## config.mk

```make
export PLATFORM = sky130hd
export DESIGN_NAME = unordered_pair_occurrence_counter
export DESIGN_NICKNAME = d
export VERILOG_FILES = /design/src/upc_pkg.sv /design/src/upc_cell.sv /design/src/unordered_pair_occurrence_counter.sv
export SDC_FILE = /design/constraint.sdc
export NUM_CORES = 2
export LEC_CHECK = 0
export ABC_CLOCK_PERIOD_IN_PS = 14900
export BUFFER_PORTS_ARGS = -buffer_cell sky130_fd_sc_hd__clkbuf_2
export CAP_MARGIN = 0
export CORE_MARGIN = 10
export CORE_UTILIZATION = 60
export CTS_CLUSTER_SIZE = 12
export DETAILED_ROUTE_END_ITERATION = 10
export GPL_TIMING_DRIVEN = 0
export PLACE_DENSITY = 0.77
export SLEW_MARGIN = 20
export SYNTH_ARGS = -nofsm -noshare
export SYNTH_HDL_FRONTEND = slang
export SYNTH_SLANG_ARGS = --single-unit
```

## constraint.sdc

```tcl
create_clock -name clock -period 14.9 [get_ports clock]
set_clock_uncertainty 0.2 [all_clocks]
set_input_delay 2.235 -clock clock [delete_from_list [all_inputs] [get_ports clock]]
set_output_delay 2.235 -clock clock [all_outputs]
set_load 0.01 [all_outputs]
```

## src/upc_pkg.sv

```systemverilog
// types and constants shared by the unordered pair occurrence counter
// no dependencies; imported by upc_cell and unordered_pair_occurrence_counter
package upc_pkg;

   localparam int TABLE_DEPTH = 16;
   localparam int COUNT_WIDTH = 16;
   localparam int VALUE_WIDTH = 32;
   localparam int OCC_WIDTH   = 16;
   localparam int CAP_WIDTH   = 5;
   localparam int FILL_WIDTH  = $clog2(TABLE_DEPTH + 1);
   localparam int LIM_WIDTH   = (FILL_WIDTH > CAP_WIDTH) ? FILL_WIDTH : CAP_WIDTH;

   localparam logic [COUNT_WIDTH-1:0] COUNT_MAX = '1;
   localparam logic [CAP_WIDTH-1:0]   CAP_RESET = CAP_WIDTH'(16);
   localparam logic                   STATUS_OK       = 1'b0;
   localparam logic                   STATUS_OVERFLOW = 1'b1;

   typedef struct packed {
      logic signed [VALUE_WIDTH-1:0] value_a;
      logic signed [VALUE_WIDTH-1:0] value_b;
      logic                          is_final;
   } req_type;

   typedef struct packed {
      logic signed [VALUE_WIDTH-1:0] key_low;
      logic signed [VALUE_WIDTH-1:0] key_high;
      logic [OCC_WIDTH-1:0]          occurrences;
      logic                          is_last_entry;
      logic                          status;
   } rsp_type;

   // one stored table entry
   typedef struct packed {
      logic signed [VALUE_WIDTH-1:0] key_low;
      logic signed [VALUE_WIDTH-1:0] key_high;
      logic [COUNT_WIDTH-1:0]        count;
   } entry_type;

   // per-cell commands from the sequencer
   typedef struct packed {
      logic shift;
      logic bump;
      logic load_new;
   } cell_ctl_type;

   typedef enum logic [1:0] {
      ST_IDLE,
      ST_LOOKUP,
      ST_EMIT
   } state_type;

endpackage

```

## src/upc_cell.sv

```systemverilog
// one cell of the key table: holds an entry, matches it against the broadcast key
// depends on upc_pkg
module upc_cell (
   input  logic                      clock,
   input  upc_pkg::cell_ctl_type     ctl,
   input  upc_pkg::entry_type        next_entry,
   input  logic signed [31:0]        key_low,
   input  logic signed [31:0]        key_high,
   input  logic                      occupied,
   output logic                      hit,
   output upc_pkg::entry_type        entry
);
   import upc_pkg::*;

   entry_type entry_ff;
   entry_type entry_in;

   assign hit   = occupied && (entry_ff.key_low == key_low) && (entry_ff.key_high == key_high);
   assign entry = entry_ff;

   always_comb begin
      entry_in = entry_ff;
      if (ctl.load_new) begin
         entry_in.key_low  = key_low;
         entry_in.key_high = key_high;
         entry_in.count    = COUNT_WIDTH'(1);
      end else if (ctl.bump && hit) begin
         // saturating count
         if (entry_ff.count != COUNT_MAX) begin
            entry_in.count = entry_ff.count + COUNT_WIDTH'(1);
         end
      end else if (ctl.shift) begin
         entry_in = next_entry;
      end
   end

   always_ff @(posedge clock) begin
      entry_ff <= entry_in;
   end

endmodule

```

## src/unordered_pair_occurrence_counter.sv

```systemverilog
// top level of the unordered pair occurrence counter: sequencer, cell chain, output register
// depends on upc_pkg and upc_cell
//
//  port group   direction  handshake          payload
//  req_         in         req_valid/ready    upc_pkg::req_type (value_a, value_b, is_final)
//  rsp_         out        rsp_valid/ready    upc_pkg::rsp_type (keys, count, last, status)
//  csr_         in         csr_wr_en only     capacity_limit, 5 bits
//
// a request first registers its ordered key (ST_IDLE), then all cells compare it in parallel
// (ST_LOOKUP) and the hit cell counts up, the next free cell loads it, or with no room the run overflows
// a final request then drains the table through the cell chain into the output
// register, one entry per cycle while rsp_ready is high (a single overflow status response if overflowed)
// synchronous active high reset clears fill count, overflow flag, state and response valid, and sets capacity to 16
// stored entries are not cleared; only cells below the fill count are ever looked at
// a stalled response holds the chain; a new request is taken once the last entry is loaded
module unordered_pair_occurrence_counter (
   input  logic              clock,
   input  logic              reset,
   input  logic              req_valid,
   output logic              req_ready,
   input  upc_pkg::req_type  req_data,
   output logic              rsp_valid,
   input  logic              rsp_ready,
   output upc_pkg::rsp_type  rsp_data,
   input  logic              csr_wr_en,
   input  logic [4:0]        csr_wr_data
);
   import upc_pkg::*;

   // sequencer state
   state_type                     state_ff, state_in;
   logic [FILL_WIDTH-1:0]         used_ff, used_in;
   logic [FILL_WIDTH-1:0]         left_ff, left_in;
   logic                          ovf_ff, ovf_in;
   logic [CAP_WIDTH-1:0]          cap_ff;

   // ordered key of the request in flight
   logic signed [VALUE_WIDTH-1:0] key_low_ff, key_low_in;
   logic signed [VALUE_WIDTH-1:0] key_high_ff, key_high_in;
   logic                          final_ff, final_in;

   // output register
   logic                          rsp_valid_ff, rsp_valid_in;
   rsp_type                       rsp_ff, rsp_in;

   // cell chain
   entry_type                     entries [TABLE_DEPTH];
   logic [TABLE_DEPTH-1:0]        hits;
   logic [TABLE_DEPTH-1:0]        occupied;
   cell_ctl_type                  cell_ctl [TABLE_DEPTH];

   logic                          do_update;
   logic                          do_insert;
   logic                          do_shift;
   logic                          any_hit;
   logic                          room;

   assign any_hit = |hits;
   // room for another key: below the table depth and below the programmed limit
   assign room = (used_ff < FILL_WIDTH'(TABLE_DEPTH)) &&
                 (LIM_WIDTH'(used_ff) < LIM_WIDTH'(cap_ff));

   genvar k;
   generate
      for (k = 0; k < TABLE_DEPTH; k++) begin : g_cell
         entry_type nxt;
         if (k == TABLE_DEPTH - 1) begin : g_tail
            assign nxt = entries[k];
         end else begin : g_body
            assign nxt = entries[k + 1];
         end

         assign occupied[k]       = FILL_WIDTH'(k) < used_ff;
         assign cell_ctl[k].shift    = do_shift;
         assign cell_ctl[k].bump     = do_update;
         assign cell_ctl[k].load_new = do_insert && (used_ff == FILL_WIDTH'(k));

         upc_cell u_cell (
            .clock      (clock),
            .ctl        (cell_ctl[k]),
            .next_entry (nxt),
            .key_low    (key_low_ff),
            .key_high   (key_high_ff),
            .occupied   (occupied[k]),
            .hit        (hits[k]),
            .entry      (entries[k])
         );
      end
   endgenerate

   always_comb begin
      state_in     = state_ff;
      used_in      = used_ff;
      left_in      = left_ff;
      ovf_in       = ovf_ff;
      key_low_in   = key_low_ff;
      key_high_in  = key_high_ff;
      final_in     = final_ff;
      rsp_valid_in = rsp_valid_ff;
      rsp_in       = rsp_ff;
      req_ready    = 1'b0;
      do_update    = 1'b0;
      do_insert    = 1'b0;
      do_shift     = 1'b0;

      // response taken: valid drops unless a new one is loaded below
      if (rsp_ready) begin
         rsp_valid_in = 1'b0;
      end

      case (state_ff)
         ST_IDLE: begin
            req_ready = 1'b1;
            if (req_valid) begin
               // smaller signed value first
               if (req_data.value_b < req_data.value_a) begin
                  key_low_in  = req_data.value_b;
                  key_high_in = req_data.value_a;
               end else begin
                  key_low_in  = req_data.value_a;
                  key_high_in = req_data.value_b;
               end
               final_in = req_data.is_final;
               state_in = ST_LOOKUP;
            end
         end

         ST_LOOKUP: begin
            // an overflowed run ignores request keys; a final request still starts the emit
            if (!ovf_ff) begin
               if (any_hit) begin
                  do_update = 1'b1;
               end else if (room) begin
                  do_insert = 1'b1;
                  used_in   = used_ff + FILL_WIDTH'(1);
               end else begin
                  ovf_in = 1'b1;
               end
            end
            if (final_ff) begin
               left_in  = ovf_in ? FILL_WIDTH'(1) : used_in;
               state_in = ST_EMIT;
            end else begin
               state_in = ST_IDLE;
            end
         end

         ST_EMIT: begin
            if (!rsp_valid_ff || rsp_ready) begin
               rsp_valid_in = 1'b1;
               if (ovf_ff) begin
                  rsp_in.key_low       = '0;
                  rsp_in.key_high      = '0;
                  rsp_in.occurrences   = '0;
                  rsp_in.is_last_entry = 1'b1;
                  rsp_in.status        = STATUS_OVERFLOW;
               end else begin
                  // head cell goes out, the rest move one place down
                  rsp_in.key_low       = entries[0].key_low;
                  rsp_in.key_high      = entries[0].key_high;
                  rsp_in.occurrences   = OCC_WIDTH'(entries[0].count);
                  rsp_in.is_last_entry = (left_ff == FILL_WIDTH'(1));
                  rsp_in.status        = STATUS_OK;
                  do_shift             = 1'b1;
               end
               left_in = left_ff - FILL_WIDTH'(1);
               if (left_ff == FILL_WIDTH'(1)) begin
                  used_in  = '0;
                  ovf_in   = 1'b0;
                  state_in = ST_IDLE;
               end
            end
         end

         default: begin
            state_in = ST_IDLE;
         end
      endcase
   end

   always_ff @(posedge clock) begin
      if (reset) begin
         state_ff     <= ST_IDLE;
         used_ff      <= '0;
         left_ff      <= '0;
         ovf_ff       <= 1'b0;
         rsp_valid_ff <= 1'b0;
         cap_ff       <= CAP_RESET;
      end else begin
         state_ff     <= state_in;
         used_ff      <= used_in;
         left_ff      <= left_in;
         ovf_ff       <= ovf_in;
         rsp_valid_ff <= rsp_valid_in;
         if (csr_wr_en) begin
            cap_ff <= csr_wr_data;
         end
      end
   end

   // payload registers, no reset
   always_ff @(posedge clock) begin
      key_low_ff  <= key_low_in;
      key_high_ff <= key_high_in;
      final_ff    <= final_in;
      rsp_ff      <= rsp_in;
   end

   assign rsp_valid = rsp_valid_ff;
   assign rsp_data  = rsp_ff;

endmodule

```

==> results_dict.tcl <==
set metrics [dict create \
    grt_max_degree 68 \
    hp-class "reg -> reg" \
    hold_depth 0 \
    yosys.area.top_type "edfxtp_1" \
    tightest_slew_ns 1.39 \
    powerDensity_mw_per_mm2 121 \
    ys_async_sr_fraction 0 \
    leakage_nw 32.4 \
    ys_ff_latch 1446 \
    clock_sinks 1446 \
    hpwlAfterDp_mm 285 \
    netlist_area_sq_mm 0.0829 \
    ctsRootBufferMaster "clkbuf_16" \
    die_w_microns 392 \
    via_per_inst 6.93 \
    floorplan.initialDensity 0.604 \
    drtIter0Drc 10833 \
    htreeDepth 4 \
    reg2reg_slack_ns 7.44 \
    clk_latency_ns 0.86 \
    use_met2 0.678 \
    drc_errors 0 \
    hold_viol 0 \
    nets 7780 \
    fmax_mhz 134 \
    rsz0062_at_grt "false" \
    setup_viol 0 \
    worstRegToRegCells 17 \
    finalCriticalPeriod_ns 7.46 \
    postSynthCellCount 7296 \
    synth_nets 7427 \
    synth_commonest_cells "edfxtp_1, mux2_2, xor2_1" \
    cts_resized 0 \
    grt_util_all_layers 0.451 \
    min_from "key_low_ff[28]$_DFFE_PP_" \
    setup_tns_ns 0 \
    grt_util_met3 0.110 \
    met1_usage 0.518 \
    arrival_ns 7.86 \
    cts_tree "done" \
    syn_to_final_growth_pct 11.2 \
    drive_above_1_share 0.221 \
    finalMaxSlewViolations 0 \
    cts_setup_buffers 0 \
    die_h_microns 392 \
    hold_buffers 0 \
    timing.final.crit_share 0.501 \
    worst_setup_path_end_kind "flip-flop" \
    synth_area_leaders "edfxtp_1, mux2_2, xor2_1, dfxtp_1, nor4_1" \
    row_count 136 \
    grt_pass1_wl_mm 483 \
    min_to "g_cell[15].u_cell.entry[76]$_DFFE_PP_" \
    core_area_sq_mm 0.137 \
    first_pass_iters 9 \
    antenna_found_initial 10 \
    busiest_layer "met2" \
    status "completed" \
    yosysWarnings 0 \
    synth_edf_count 1171 \
    die-area_sq_mm 0.153 \
    fin_util 0.671 \
    relSlewSlack 0.0697 \
    crit_fanout 25 \
    wire_per_inst_microns 37.1 \
    finalWirelength_mm 355 \
    crit_required_ns 15.29 \
    yosysSeqAreaShare 0.491 \
    yosysMostFrequentCell "edfxtp_1" \
    numCtsBuffers 159 \
    clk_path_buf_depth 3 \
    power_mw 11.1 \
    gp_congestion 1.16 \
    ant_nets 0 \
    syn_area_per_cell_sq_um 11.4 \
    numPortBuffers 157 \
    num_vias 66307 \
    yosysUniqueCellTypes 80 \
    vdd_drop_max_mv 0.113 \
    timing.rr.start "key_high_ff[30]$_DFFE_PP_" \
    critPathKind "reg -> reg" \
    grt.overflow.total 0 \
    synth-main-ff-cell "edfxtp_1" \
    synth_top_area_frac 0.424 \
    clkTransAtPathRegs_ns 0.06 \
    reg2reg_to "g_cell[14].u_cell.entry[44]$_DFFE_PP_" \
    crit_path_start_kind "flip-flop" \
    cap_violations 0 \
    first_global_vias 62642 \
    io_pins 159 \
]
## cell type report
class	instances	area, sq um
Antenna cell	9	22.5
Buffer	596	3310
Clock buffer	218	4320
Clock inverter	64	746
Fill cell	9931	45200
Inverter	87	329
Multi-Input combinational cell	5167	38900
Sequential cell	1446	40700
Tap cell	1794	2240
Timing Repair Buffer	192	1590
## how the worst max path moves through the flow
stage                               from                               endpoint  slack (ns)  depth (start not counted)
2_1_floorplan                  rsp_ready  g_cell[12].u_cell.entry[16]$_DFFE_PP_        6.84                          8
3_3_place_gp     key_low_ff[0]$_DFFE_PP_  g_cell[14].u_cell.entry[49]$_DFFE_PP_        2.77                         14
3_5_place_dp                   rsp_ready   g_cell[6].u_cell.entry[47]$_DFFE_PP_        7.84                         11
4_1_cts        key_high_ff[30]$_DFFE_PP_  g_cell[14].u_cell.entry[34]$_DFFE_PP_        7.97                         17
5_1_grt        key_high_ff[29]$_DFFE_PP_  g_cell[14].u_cell.entry[44]$_DFFE_PP_        7.76                         17
6_report       key_high_ff[30]$_DFFE_PP_  g_cell[14].u_cell.entry[44]$_DFFE_PP_        7.44                         17
## registers in the layout, summed over array words and instances (netlist names)
| name | flops |
|---|---|
| final_ff | 1 |
| rsp_data | 82 |
| left_ff | 5 |
| g_cell.u_cell.entry | 1280 |
| key_low_ff | 32 |
| state_ff | 2 |
| cap_ff | 5 |
| ovf_ff | 1 |
| rsp_valid | 1 |
| key_high_ff | 32 |
| used_ff | 5 |
## worst max-delay path, cell delays in order, from the launching register on
cell and delay (ns):
edfxtp_1 0.59, buf_2 0.36, buf_6 0.27, buf_4 0.30, xor2_1 0.29, nor4_1 0.95
nand3_1 0.21, nor4_1 0.84, nor2b_1 0.58, nor4_2 0.17, and3_1 0.23, buf_6 0.14
buf_6 0.15, nand2_1 0.45, buf_2 0.60, o21ai_4 0.32, buf_16 0.29, buf_16 0.18
## power by group
part / switching, mW / leakage (nW) / internal [mW] / total [mW]
clock: 1.74 / 2.47 / 2.22 / 3.95
sequential: 0.307 / 12.9 / 4.65 / 4.96
combinational: 1.58 / 17.0 / 0.617 / 2.20
total: 3.63 / 32.4 / 7.48 / 11.1
## cells by family (layout without fill, tap and decap cells)
family                   after synthesis  after routing  synth area share
AO/OA/AOI/OAI                        952            952            0.0739
XOR/XNOR                            1006           1006             0.106
adder cells (fa/ha/maj)               56             56           0.00845
buffers and inverters                683           1157            0.0438
flip-flops                          1446           1446             0.491
multiplexers                        1068           1068             0.144
other                                  0              9                 0
AND/OR/NAND/NOR                     2085           2085             0.133
## per-stage QoR
stage | std cells | setup slack [ns] | instance area (sq um) | hold slack (ns)
6_report | 9573 | 7.44 | 92100 | 0.237
4_1_cts | 9560 | 7.97 | 91900 | 0.233
3_3_place_gp | 9247 | 2.77 | 85900 | 0.226
5_1_grt | 9567 | 7.76 | 92100 | 0.243
2_1_floorplan | 7296 | 6.84 | 82900 | 0.221
3_5_place_dp | 9278 | 7.84 | 86900 | 0.231
## layout by cell type, fill, tap and decap left out, drive strengths merged, types with 99 or more instances in the layout
cell	n
nor2	370
o21ai	312
and3	139
a21oi	143
nand2	423
xnor2	128
a22oi	99
nand4	123
clkbuf	629
buf	376
xor2	878
dfxtp	275
nor4	341
edfxtp	1171
nor3	103
nand3	191
nor2b	145
mux2	982
## layer usage
layer	wire length [microns]	up-vias	part of all wire
li1	-	27742	-
met1	120000	32057	0.34
met2	154000	5269	0.43
met3	37800	1233	0.11
met4	43700	6	0.12
met5	53	-	0.00015
(Power assumes the default switching activity.)
